## config.mk

```make
export PLATFORM = sky130hd
export DESIGN_NAME = pthc_queue
export DESIGN_NICKNAME = d
export VERILOG_FILES = /design/src/hdl/pthc_queue.sv
export SDC_FILE = /design/constraint.sdc
export NUM_CORES = 1
export LEC_CHECK = 0
export CAP_MARGIN = 20
export CELL_PAD_IN_SITES_DETAIL_PLACEMENT = 1
export CELL_PAD_IN_SITES_GLOBAL_PLACEMENT = 2
export CORE_MARGIN = 3
export CORE_UTILIZATION = 40
export CTS_CLUSTER_SIZE = 16
export DETAILED_ROUTE_END_ITERATION = 16
export DONT_BUFFER_PORTS = 1
export GPL_ROUTABILITY_DRIVEN = 1
export PLACE_DENSITY_LB_ADDON = 0.2
export SLEW_MARGIN = 0
export SYNTH_ARGS = -nofsm -noshare
export SYNTH_HDL_FRONTEND = slang
export SYNTH_SLANG_ARGS = --single-unit
```

## constraint.sdc

```tcl
create_clock -name clk -period 2.1 [get_ports clk]
set_clock_uncertainty 0.05 [all_clocks]
set_input_delay 0.105 -clock clk [delete_from_list [all_inputs] [get_ports clk]]
set_output_delay 0.105 -clock clk [all_outputs]
set_load 0.02 [all_outputs]
```

## src/hdl/pthc_queue.sv

```systemverilog
// small fifo between front and back
`timescale 1ns / 1ps
`default_nettype none
module pthc_queue #(
	parameter int W = 8,
	parameter int D = 4
) (
	input  wire logic         clk,
	input  wire logic         arst_n,
	input  wire logic         wr_valid,
	output logic              wr_ready,
	input  wire logic [W-1:0] wr_data,
	output logic              rd_valid,
	input  wire logic         rd_ready,
	output logic [W-1:0]      rd_data
);
	localparam int AW = (D > 1) ? $clog2(D) : 1;
	logic [W-1:0] mem_q [D];
	logic [AW-1:0] wp_q, rp_q;
	logic [AW:0] cnt_q;
	logic wr, rd;

	assign wr_ready = cnt_q != (AW+1)'(D);
	assign rd_valid = cnt_q != '0;
	assign rd_data = mem_q[rp_q];
	assign wr = wr_valid && wr_ready;
	assign rd = rd_valid && rd_ready;

	always_ff @(posedge clk or negedge arst_n) begin
		if (!arst_n) begin
			wp_q <= '0;
			rp_q <= '0;
			cnt_q <= '0;
		end else begin
			if (wr) wp_q <= (wp_q == AW'(D-1)) ? '0 : wp_q + 1'b1;
			if (rd) rp_q <= (rp_q == AW'(D-1)) ? '0 : rp_q + 1'b1;
			cnt_q <= cnt_q + (AW+1)'(wr) - (AW+1)'(rd);
		end
	end

	always_ff @(posedge clk) begin
		if (wr) mem_q[wp_q] <= wr_data;
	end
endmodule
`default_nettype wire

```

==> qor_table.md, run 1 <==
| Metric | This run | Unit |
|:---|:---|:---|
| Leakage | 0.7431 | nW |
| Count of input and output buffers | 0 | - |
| Routability-driven placement congestion ratio | 0.6762 | - |
| Area leader, netlist | edfxtp_1 | - |
| Largest vdd supply drop | 0.5134 | mV |
| Type of destination of the critical path | flip-flop | - |
| Sequence of cells on the critical path | or3b_4 -> nand2_4 -> ha_4 -> inv_2 -> ha_4 -> inv_2 -> fa_2 -> xnor2_2 -> xnor2_1 | - |
| Areal power density over the cells | 1471 | nW/um^2 |
| Chip height | 69.75 | microns |
| Number of cells in the finished layout apart from fillers | 158 | - |
| Number of antenna violations at the first check in global routing | 0 | - |
| Critical-path top delay cell | dfrtp_1 | - |
| Time the final worst path needs with I/O delays and setup | 2.171 | ns |
| Layout fillers | 349 | - |
| RSZ-0062 raised after global routing | true | - |
| Total detailed-routing wirelength | 3139 | microns |
| Maximum clock frequency | 0.4606 | GHz |
| Top_reg_cell synth | edfxtp_1 | - |
| Clock tree sinks | 39 | - |
| Die Span X | 69.75 | microns |
| Count of inserted antenna diode cells | 0 | - |
| Final period util | 103.4 | % |
| Vias in the first global route | 916 | - |
| Final HPWL from detailed placement | 1869 | microns |
| Layout Nets | 129 | - |
| Number of buffers and inverters on the critical path | 2 | - |
| Total Routing Usage GR | 12.74 | % |
| Count of warnings emitted by yosys | 0 | - |
| # Max-Cap Violations | 0 | - |
| Routed met2 length | 1643 | microns |
| Post-Route M1 WL | 1319 | microns |
| Number of synthesized flops with an enable pin | 32 | - |
| Category of the worst setup path launch point | flip-flop | - |
| TritonCTS Buffers | 5 | - |
| Worst stage delay on the critical path | 0.43 | ns |
| Area fraction of the dominant cell type after synthesis | 59.12 | % |
| Wirelength per Cell | 19.87 | microns |
| Actual slew at the worst max-slew pin | 0.6377 | ns |
| Syn avg cell area | 19.12 | sq um |
| Largest net degree at the start of global routing | 15 | - |
| Area of the die | 4864 | sq um |
| Sequential cell area | 1137 | sq um |
| Initial Utilization | 42.79 | % |
| Number of routed nets with antenna violations | 0 | - |
| CTS max path bufs | 2 | - |
| Routed vias | 813 | - |
| Via/cell ratio | 5.146 | - |
| Final worst setup slack | -0.07127 | ns |
| Root buffer cell | clkbuf_8 | - |
| Number of DRC violations after detailed-routing iteration 0 | 61 | - |
| Area used by multi-input combinational logic | 505.5 | sq um |
| Clock insertion delay at the later pin of the skew report | 0.29 | ns |
| Remaining global-route overflow | 0 | - |
| Max_slew headroom | 57.49 | % |
| Area grow syn2layout | 24.02 | % |
| TritonCTS clock tree | yes | - |
| Met3 Wirelength | 143 | microns |
| Number of endpoints failing setup at the final stage | 1 | - |
| Top Family by Delay on Critical Path | adder cells | - |
| Worst min-delay path class | in2reg | - |
| Required time worst endpoint | 2.23 | ns |
| Ports placed on the boundary | 22 | - |
| Syn_nets | 105 | - |
| Commonest non-fill, non-tap cell in the layout | edfxtp_1 | - |
| Area of the core region | 3799 | sq um |
| Startpoint-to-endpoint class of the critical path | reg2reg | - |
| Synthesized flop and latch total | 39 | - |
| Number of placed instances, taps included | 135 | - |
| Fraction of final layout cells sized beyond drive strength 1 | 34.55 | % |
| Highest-count cells in the layout ignoring fill and taps | 32 x edfxtp_1, 10 x dlygate4sd3_1, 10 x buf_4 | - |
| Crit path max fanout | 3 | - |
| Depth of the CTS H-tree | 2 | - |
| Number of slew-limit violations in the final report | 0 | - |
| Clock Pin Slew Worst Setup and Hold Paths | 0.08 | ns |
| Share of synthesized area occupied by flip-flops and latches | 69.90 | % |
| Wire length of the first global-routing pass | 4643 | microns |
| Share of synthesized flip-flops with an asynchronous set or reset | 17.95 | % |
| Worst slack at placement | -0.08922 | ns |
| Number of distinct library cell variants in the gate-level netlist after synthesis | 22 | - |
| Placement row count | 22 | - |
| Number of hold-slack violations in the final timing report | 0 | - |
| Ranking of synthesized cells by area | edfxtp_1 59%, mux4_2 11%, dfrtp_1 11% | - |
| DR pass1 iterations | 4 | - |
| Cells after Synth | 85 | - |
| Uppermost signal routing layer after detailed routing | met4 | - |
| Post-synthesis cell area | 1625 | sq um |
| Data arrival time of the critical path | 2.30 | ns |
| Violated checks | negative setup slack | - |
| Remaining design rule violation count | 0 | - |
| Outcome | finished, violations left | - |
## report_power, final
group	leakage [nW]	internal [mW]	switching, mW	total [mW]
clock network	0.0548	0.358	0.277	0.635
logic	0.313	0.538	0.562	1.10
registers	0.375	1.05	0.183	1.23
## layer usage
| layer | vias to the layer above | track usage (%) |
|---|---|---|
| li1 | 373 | - |
| met1 | 416 | 15.38 |
| met2 | 20 | 20.97 |
| met3 | 4 | 4.783 |
| met4 | 0 | 4.468 |
| met5 | - | 0 |
## cell type report
class,count,area share (%)
inverters,6,1.117
clock buffers,5,3.414
well taps,48,2.980
flip-flops and latches,39,56.42
repair buffers,20,8.690
multi-input cells,37,25.08
clock inverters,3,2.297
## stage by stage
stage                     total power, mW  TNS [ns]  hold slack [ns]  utilization [%]  instance area, sq um
after floorplan                     1.955   -0.1042          -0.2406                -                  1669
after global placement              2.138  -0.01746          -0.2404            45.98                  1747
after detailed placement            2.178  -0.08922          -0.2404            45.98                  1747
after CTS                           2.859         0          0.09798            52.04                  1977
after global routing                3.154   -0.2189          0.09199            53.06                  2016
final                               2.965  -0.07127          0.08696            53.06                  2016
## final timing paths
kind,start,endpoint,slack (ns),depth (start not counted)
max in group asynchronous,arst_n,cnt_q[1]$_DFF_PN0_,1.62,1
hold reg to reg,wp_q[1]$_DFFE_PN0P_,wp_q[1]$_DFFE_PN0P_,0.65,2
hold / removal,rd_ready,rp_q[1]$_DFFE_PN0P_,0.09,3
setup / recovery,cnt_q[2]$_DFF_PN0_,cnt_q[2]$_DFF_PN0_,-0.07,9
setup reg to reg,cnt_q[2]$_DFF_PN0_,cnt_q[2]$_DFF_PN0_,-0.07,9
min in group asynchronous,arst_n,cnt_q[2]$_DFF_PN0_,0.10,1
## Yosys cell counts, drive strengths merged (2+ instances only)
cell type and number:
edfxtp 32, mux4 8, dfrtp 7, ha 7, inv 6, and3 4
buf 3, a211o 2, mux2 2, nor2b 2, nor4bb 2, xnor2 2
## registers in the layout, indices dropped and copies added (netlist names)
name	count
mem_q	32
cnt_q	3
rp_q	2
wp_q	2
## kinds of logic after synthesis
logic type	count (synthesis)	synth area share (%)
AOI/OAI and AO/OA	3	1.540
xor gates and xnor gates	2	1.078
adders and majority gates	8	6.620
buffers and inverters	9	2.617
DFF	39	69.90
muxes	10	12.47
and+or+nand+nor	14	5.774
## repair_timing
| action | 4_1_cts | 5_1_grt |
|---|---|---|
| resized for setup | 2 | 1 |
| hold buffers | 10 | 0 |
| endpoints found under the setup margin | 2 | 1 |
| hold endpoints to repair | 41 | 0 |
| pin swaps | 2 | 3 |
| setup buffers | 1 | 4 |
## tightest hold or removal path, cell delays in order
cell	delay [ns]
o31ai_4	0.04
buf_4	0.11
mux2_2	0.14
Note: power is estimated with default switching activity, not from simulation.
==> run 2: changes to the inputs <==
ABC_AREA = 1   (was unset)
CORE_ASPECT_RATIO = 0.7   (was unset)
CORE_UTILIZATION = 37   (was 40)
==> run 2 against run 1 <==
  * The flow now finishes without violations
  * Non-clock buffer count shrank 1
  * Synthesized cell count grew 75%
  * Clock power shrank 6.6%
  * Power shrank 3.4%
  * Die area grew 16%
  * Final cell count grew 43%
  * Hold slack gained 0.033 ns
  * Count of clock-buffer cells in the layout grew 2
  * Highest routed layer unchanged
  * Synthesized area grew 8.7%
  * Routed wire length grew 3.4%
  * Sequential cell count is the same
==> qor_table.md, run 2 <==
| Metric | This run | Unit | Change |
|:---|:---|:---|:---|
| Syn avg cell area | 11.86 | sq um | -38% |
| FF-to-FF path depth | 10 | - | +1 |
| Critical R2R Capture | cnt_q[2]$_DFF_PN0_ | - |  |
| RSZ-0062 raised after global routing | false | - |  |
| Cells after Synth | 149 | - | +75% |
| Number of placed instances, taps included | 207 | - | +53% |
| Largest registers ranked by flip-flop count | mem_q x32, cnt_q x3 | - |  |
| R2R Setup Slk | 0.17 | ns | +0.24 ns |
| Initial Utilization | 39.44 | % | -3.3 points |
| Remaining global-route overflow | 0 | - | unchanged |
| Biggest register | mem_q | - |  |
| Final worst setup slack | 0.1667 | ns | +0.2380 ns |
| Layout fillers | 488 | - | +40% |
| Net switching power | 1.091 | mW | +6.7% |
| Count of warnings emitted by yosys | 0 | - | unchanged |
| Category of the worst setup path launch point | flip-flop | - |  |
| Wire length of the first global-routing pass | 5547 | microns | +19% |
| Outcome | complete, no violations | - |  |
| Highest-count cells in the layout ignoring fill and taps | 35 x nand2_1, 32 x edfxtp_1, 29 x inv_1 | - |  |
| Synthesized flop and latch total | 39 | - | unchanged |
| Worst min-delay path class | in2async | - |  |
| Number of antenna violations at the first check in global routing | 0 | - | unchanged |
| Syn_nets | 169 | - | +61% |
| Routability-driven placement congestion ratio | 0.6909 | - | +2.2% |
| Area of the die | 5653 | sq um | +16% |
| Area fraction of the dominant cell type after synthesis | 54.39 | % | -4.7 points |
| Largest vdd supply drop | 0.5294 | mV | +3.1% |
| Final HPWL from detailed placement | 2340 | microns | +25% |
| Total detailed-routing wirelength | 3246 | microns | +3.4% |
| Root buffer cell | clkbuf_8 | - |  |
| Required time worst endpoint | 2.23 | ns | about the same |
| Largest net degree at the start of global routing | 23 | - | +8 |
| Number of DRC violations after detailed-routing iteration 0 | 43 | - | -30% |
| Leakage | 0.8792 | nW | +18% |
| Clock Pin Slew Worst Setup and Hold Paths | 0.07 | ns | about the same |
| Count of input and output buffers | 0 | - | unchanged |
| Chip height | 63.82 | microns | -8.5% |
| Post-synthesis cell area | 1767 | sq um | +8.7% |
| Number of routed nets with antenna violations | 0 | - | unchanged |
| Time the final worst path needs with I/O delays and setup | 1.933 | ns | -0.2380 ns |
| Via/cell ratio | 4.668 | - | -9.3% |
| Vias in the first global route | 1084 | - | +18% |
| Setup Buffers After CTS | 0 | - | -1 |
| Number of synthesized flops with an enable pin | 32 | - | unchanged |
| Number of slew-limit violations in the final report | 0 | - | unchanged |
| Clock insertion delay at the later pin of the skew report | 0.28 | ns | about the same |
| Fin Setup TNS | 0 | ns | +0.07127 ns |
| Area grow syn2layout | 17.07 | % |  |
| Maximum clock frequency | 0.5172 | GHz | +12% |
| Number of hold-slack violations in the final timing report | 0 | - | unchanged |
| Share of synthesized area occupied by flip-flops and latches | 64.31 | % | -5.6 points |
| Placement row count | 20 | - | -9.1% |
| Remaining design rule violation count | 0 | - | unchanged |
| TritonCTS clock tree | yes | - |  |
| Type of destination of the critical path | flip-flop | - |  |
| Die Span X | 88.59 | microns | +27% |
| Layout Nets | 190 | - | +47% |
| Number of cells in the finished layout apart from fillers | 226 | - | +43% |
| Crit path max fanout | 7 | - | +4 |
| Worst slack at placement | 0.1490 | ns | +0.2382 ns |
| Share of synthesized flip-flops with an asynchronous set or reset | 17.95 | % | unchanged |
| Fraction of power spent switching nets | 38.07 | % | +3.6 points |
| TritonCTS Buffers | 5 | - | unchanged |
| DR pass1 iterations | 4 | - | unchanged |
| Routed vias | 1055 | - | +30% |
| Area leader, netlist | edfxtp_1 | - |  |
| Commonest non-fill, non-tap cell in the layout | nand2_1 | - |  |
| Ports placed on the boundary | 22 | - | unchanged |
| Area of the core region | 4479 | sq um | +18% |
| Startpoint of the worst-slack reg-to-reg timing path | cnt_q[1]$_DFF_PN0_ | - |  |
| Total Routing Usage GR | 13.75 | % | +1.0 points |
| Data arrival time of the critical path | 2.06 | ns | -0.24 ns |
| Areal power density over the cells | 1385 | nW/um^2 | -5.8% |
| Post-cts gate resize count | 0 | - | -2 |
| Cts hold-fix bufs | 11 | - | +1 |
| Portion of total power attributed to combinational logic | 37.9 | % | +0.8 points |
| Fraction of final layout cells sized beyond drive strength 1 | 11.11 | % | -23 points |
| Most used standard cells in the synthesized netlist | 35 x nand2_1, 32 x edfxtp_1, 29 x inv_1 | - |  |
| Clock tree sinks | 39 | - | unchanged |
| Max_slew headroom | 69.15 | % | +12 points |
| Depth of the CTS H-tree | 2 | - | unchanged |
| # Max-Cap Violations | 0 | - | unchanged |
| Count of inserted antenna diode cells | 0 | - | unchanged |
| Final period util | 92.06 | % | -11 points |
| Most common cell in the synthesized netlist | nand2_1 | - |  |
| Cell internal power dissipation | 1.774 | mW | -8.7% |
| Proportion of power drawn by the clock network | 20.7 | % | -0.7 points |
| Startpoint-to-endpoint class of the critical path | reg2reg | - |  |
| Number of distinct library cell variants in the gate-level netlist after synthesis | 15 | - | -32% |
| CTS max path bufs | 2 | - | unchanged |
| Actual slew at the worst max-slew pin | 0.4627 | ns | -0.1750 ns |
| Sequential Power Share | 41.4 | % | about the same |
| Wirelength per Cell | 14.36 | microns | -28% |
| Ranking of synthesized cells by area | edfxtp_1 54%, dfrtp_1 9.9%, nand2_1 7.4% | - |  |
| Largest register FFs | 32 | - | unchanged |
| Top_reg_cell synth | edfxtp_1 | - |  |
| Number of endpoints failing setup at the final stage | 0 | - | -1 |
run 2: changes by cell type after synthesis, sizes merged, moves of 2 or more:
cell / delta
nor2b: -2
buf: +2
and3: -4
mux4: -8
inv: +23
o211ai: +16
mux2: -2
nand2: +38
nand3: +4
a211o: -2
nor2: +6
nor4bb: -2
run 2: critical path, stage by stage (launching register included):
cell and delay (ns):
dfrtp_1 0.41, nor2_4 0.15, nand2_4 0.11, nand2_4 0.12, ha_1 0.23, inv_1 0.06, ha_1 0.13, inv_1 0.04
fa_1 0.39, nand2_1 0.09, nand2_1 0.05
run 2: metal layers:
| layer | vias up | wire length, microns | track usage [%] |
|---|---|---|---|
| li1 | 529 | - | - |
| met1 | 503 | 1478 | 17.64 |
| met2 | 16 | 1548 | 21.08 |
| met3 | 7 | 141 | 4.124 |
| met4 | 0 | 78 | 6.792 |
| met5 | - | 0 | 0 |
run 2: kinds of logic (layout without fill, tap and decap cells):
| kind of cell | after synthesis | count (layout) | share of synthesized area [%] |
|---|---|---|---|
| compound gates | 16 | 16 | 6.799 |
| xor+xnor | 2 | 2 | 0.9917 |
| fa+ha+maj | 8 | 8 | 6.090 |
| buf+inv | 34 | 56 | 9.348 |
| flops | 39 | 39 | 64.31 |
| simple gates | 50 | 50 | 12.46 |
run 2: metrics by stage:
stage               util, %  total power [mW]  cell area (sq um)  hold slack (ns)
floorplan                 -             2.043               1767          -0.2406
global placement      41.34             2.249               1852          -0.2404
detailed placement    41.34             2.297               1852          -0.2404
CTS                   46.17             2.930               2068           0.1158
global route          46.17             3.123               2068           0.1322
finish                46.17             2.865               2068           0.1198
run 2: final cells by class:
class,count,area (sq um),area share (%)
clock buffer,7,76.32,3.690
clock inverter,1,30.03,1.452
inverter,29,108.9,5.263
multi-input combinational,76,465.4,22.50
sequential,39,1136,54.93
tap,55,68.82,3.327
timing repair buffer,19,182.7,8.832
run 2: how the worst max path moves through the flow:
stage | from | end | slack, ns | depth (start not counted)
2_1_floorplan | cnt_q[1]$_DFF_PN0_ | cnt_q[1]$_DFF_PN0_ | 0.11 | 10
5_1_grt | cnt_q[1]$_DFF_PN0_ | cnt_q[2]$_DFF_PN0_ | 0.005 | 12
4_1_cts | cnt_q[1]$_DFF_PN0_ | cnt_q[2]$_DFF_PN0_ | 0.14 | 11
3_3_place_gp | cnt_q[1]$_DFF_PN0_ | cnt_q[1]$_DFF_PN0_ | 0.22 | 9
6_report | cnt_q[1]$_DFF_PN0_ | cnt_q[2]$_DFF_PN0_ | 0.17 | 10
3_5_place_dp | cnt_q[1]$_DFF_PN0_ | cnt_q[2]$_DFF_PN0_ | 0.15 | 11
run 2: power groups by stage:
stage,Sequential (mW),Combinational (mW),Clock (mW)
CTS,1.19,1.12,0.620
finish,1.19,1.09,0.593
detailed placement,1.21,1.09,0
global placement,1.20,1.05,0
global route,1.22,1.26,0.651
floorplan,1.15,0.893,0
==> run 3: changes to the inputs <==
ABC_AREA = unset   (was 1)
CORE_UTILIZATION = 41   (was 37)
==> run 3 against run 2 <==
  * Utilization up 7.3 points
  * Largest power group unchanged
  * Via count down 24%
  * Routed wire length down 8.2%
  * Setup slack worse by 0.15 ns
  * Power down 2.4%
  * Combinational power down 11%
  * Critical path depth down 1
  * Non-clock buffer count down 4
  * Final cell count down 31%
  * First-iteration DRC count up 30%
  * Count of clock-buffer cells in the layout down 2
  * Clock power up 0.7%
==> qor_table.md, run 3 (synthesized netlist as in run 1, its figures left out) <==
| Metric | This run | Unit | Change |
|:---|:---|:---|:---|
| Routed vias | 807 | - | -24% |
| Highest-count cells in the layout ignoring fill and taps | 32 x edfxtp_1, 10 x dlygate4sd3_1, 8 x mux4_2 | - |  |
| Remaining design rule violation count | 0 | - | unchanged |
| Actual slew at the worst max-slew pin | 0.6075 | ns | +0.1448 ns |
| Number of antenna violations at the first check in global routing | 0 | - | unchanged |
| Biggest register | mem_q | - |  |
| Net switching power | 0.9322 | mW | -15% |
| Final hold slack | 0.01380 | ns | -0.1060 ns |
| Startpoint-to-endpoint class of the critical path | reg2reg | - |  |
| Fraction of power spent switching nets | 33.35 | % | -4.7 points |
| Remaining global-route overflow | 0 | - | unchanged |
| DR pass1 iterations | 4 | - | unchanged |
| CP Launch Point | cnt_q[1]$_DFF_PN0_ | - |  |
| Initial Utilization | 44.27 | % | +4.8 points |
| Top Family by Delay on Critical Path | adder cells | - |  |
| Clock tree sinks | 39 | - | unchanged |
| Sequence of cells on the critical path | or3b_4 -> nand2_4 -> ha_4 -> inv_2 -> ha_4 -> inv_2 -> fa_2 -> xnor2_2 -> xnor2_1 | - |  |
| Commonest non-fill, non-tap cell in the layout | edfxtp_1 | - |  |
| Via/cell ratio | 5.206 | - | +12% |
| Required time worst endpoint | 2.22 | ns | about the same |
| Maximum clock frequency | 0.4791 | GHz | -7.4% |
| Most used routing layer in global routing | met2 | - |  |
| Depth of the CTS H-tree | 2 | - | unchanged |
| Category of the worst setup path launch point | flip-flop | - |  |
| FF-to-FF path depth | 9 | - | -1 |
| Final period util | 99.40 | % | +7.3 points |
| Chip height | 58.68 | microns | -8.1% |
| Wire length of the first global-routing pass | 4823 | microns | -13% |
| Total detailed-routing wirelength | 2979 | microns | -8.2% |
| Sequential cell area | 1137 | sq um | +0.11% |
| Area of the core region | 3671 | sq um | -18% |
| Max_slew headroom | 59.50 | % | -9.7 points |
| Vias in the first global route | 875 | - | -19% |
| Setup Buffers After CTS | 0 | - | unchanged |
| Crit path max fanout | 3 | - | -4 |
| R2R Setup Slk | 0.01 | ns | -0.15 ns |
| Startpoint of the worst-slack reg-to-reg timing path | cnt_q[1]$_DFF_PN0_ | - |  |
| # Max-Cap Violations | 0 | - | unchanged |
| Total Routing Usage GR | 15.02 | % | +1.3 points |
| Critical path depth | 9 | - | -1 |
| Cell depth of the worst min-delay path | 2 | - |  |
| Sequential Power Share | 43.9 | % | +2.5 points |
| Layout fillers | 338 | - | -31% |
| TritonCTS clock tree | yes | - |  |
| RSZ-0062 raised after global routing | true | - |  |
| Root buffer cell | clkbuf_8 | - |  |
| M2 GR Usage | 22.34 | % | +1.3 points |
| Cell internal power dissipation | 1.863 | mW | +5.0% |
| Leakage | 0.7188 | nW | -18% |
| Clock Pin Slew Worst Setup and Hold Paths | 0.07 | ns | about the same |
| Ports placed on the boundary | 22 | - | unchanged |
| Number of buffers and inverters on the critical path | 2 | - | unchanged |
| Largest net degree at the start of global routing | 13 | - | -43% |
| Clock insertion delay at the later pin of the skew report | 0.28 | ns | about the same |
| Largest register FFs | 32 | - | unchanged |
| Time the final worst path needs with I/O delays and setup | 2.087 | ns | +0.1541 ns |
| Wirelength per Cell | 19.22 | microns | +34% |
| Area grow syn2layout | 20.86 | % |  |
| Area of the die | 4768 | sq um | -16% |
| Worst min-delay path class | in2reg | - |  |
| CTS max path bufs | 2 | - | unchanged |
| TritonCTS Buffers | 5 | - | unchanged |
| Critical-path top delay cell | dfrtp_2 | - |  |
| Fraction of final layout cells sized beyond drive strength 1 | 30.48 | % | +19 points |
| Number of hold-slack violations in the final timing report | 0 | - | unchanged |
| Count of inserted antenna diode cells | 0 | - | unchanged |
| Number of DRC violations after detailed-routing iteration 0 | 56 | - | +30% |
| Routability-driven placement congestion ratio | 0.7070 | - | +2.3% |
| Number of endpoints failing setup at the final stage | 0 | - | unchanged |
| Count of input and output buffers | 0 | - | unchanged |
| Type of destination of the critical path | flip-flop | - |  |
| Pwr Total | 2.795 | mW | -2.4% |
| Number of slew-limit violations in the final report | 0 | - | unchanged |
| Largest registers ranked by flip-flop count | mem_q x32, cnt_q x3 | - |  |
| Final HPWL from detailed placement | 2048 | microns | -12% |
| Worst stage delay on the critical path | 0.43 | ns | +0.02 ns |
| Die Span X | 81.26 | microns | -8.3% |
| Proportion of power drawn by the clock network | 21.4 | % | +0.7 points |
| Routing usage on met3 | 4.740 | % | +0.62 points |
| Startpoint of the worst hold path | wr_valid | - |  |
| Layout Nets | 124 | - | -35% |
| Met1 GRT Util | 19.92 | % | +2.3 points |
| Number of routed nets with antenna violations | 0 | - | unchanged |
| Areal power density over the cells | 1423 | nW/um^2 | +2.7% |
| Data arrival time of the critical path | 2.21 | ns | +0.15 ns |
| Placement row count | 18 | - | -10% |
| Portion of total power attributed to combinational logic | 34.7 | % | -3.2 points |
| Largest vdd supply drop | 0.5278 | mV | -0.29% |
| Outcome | complete, no violations | - |  |
| Area used by multi-input combinational logic | 496.7 | sq um | +6.7% |
==> run 3: cell count changes in the layout (fill, tap and decap cells not counted), sizes merged, moves of 3 or more <==
| cell | delta |
|---|---|
| nand2 | -38 |
| inv | -23 |
| o211ai | -16 |
| mux4 | +8 |
| nor2 | -6 |
| and3 | +4 |
| nand3 | -4 |
| buf | -3 |
==> run 3: through the flow <==
stage | util [%] | cell area, sq um | worst slack [ns] | instances | TNS [ns]
2_1_floorplan | - | 1669 | -0.09496 | 85 | -0.1042
3_3_place_gp | 47.65 | 1749 | 0.001700 | 137 | 0
3_5_place_dp | 47.65 | 1749 | -0.02353 | 137 | -0.02353
4_1_cts | 53.51 | 1964 | 0.007220 | 155 | 0
5_1_grt | 53.51 | 1964 | -0.02327 | 155 | -0.02327
6_report | 53.51 | 1964 | 0.01264 | 155 | 0
==> run 3: power groups by stage <==
| stage | clock, mW | combinational [mW] | sequential, mW |
|---|---|---|---|
| after detailed placement | 0 | 0.946 | 1.25 |
| after global placement | 0 | 0.926 | 1.23 |
| after global routing | 0.650 | 1.07 | 1.26 |
| final | 0.597 | 0.969 | 1.23 |
| after floorplan | 0 | 0.803 | 1.15 |
| after CTS | 0.618 | 0.988 | 1.24 |
==> run 3: layout make-up <==
class / count / area share, %
flip-flops and latches: 39 / 57.90
multi-input cells: 37 / 25.29
repair buffers: 15 / 7.006
clock buffers: 5 / 3.503
well taps: 50 / 3.185
clock inverters: 3 / 1.975
inverters: 6 / 1.146
==> run 3: path summary, 6_finish.rpt <==
| kind | endpoint |
|---|---|
| min in group asynchronous | wp_q[1]$_DFFE_PN0P_ |
| max in group asynchronous | cnt_q[1]$_DFF_PN0_ |
| hold / removal | wp_q[1]$_DFFE_PN0P_ |
| setup / recovery | cnt_q[2]$_DFF_PN0_ |
| hold reg to reg | cnt_q[2]$_DFF_PN0_ |
| setup reg to reg | cnt_q[2]$_DFF_PN0_ |
==> run 3: timing repair <==
| action | in CTS | in global routing |
|---|---|---|
| gates resized for setup | 2 | 0 |
| pin swaps | 2 | 0 |
| setup endpoints to repair | 1 | 1 |
| endpoints found under the hold margin | 41 | 0 |
| cloned | 0 | 0 |
| hold buffers | 10 | 0 |
==> run 3: layer usage <==
layer	share of wire (%)	up-vias	wire length, microns
met5	0	-	0
met4	1.6	0	49
met3	6.2	5	184
met2	47	21	1409
met1	45	415	1336
li1	-	366	-
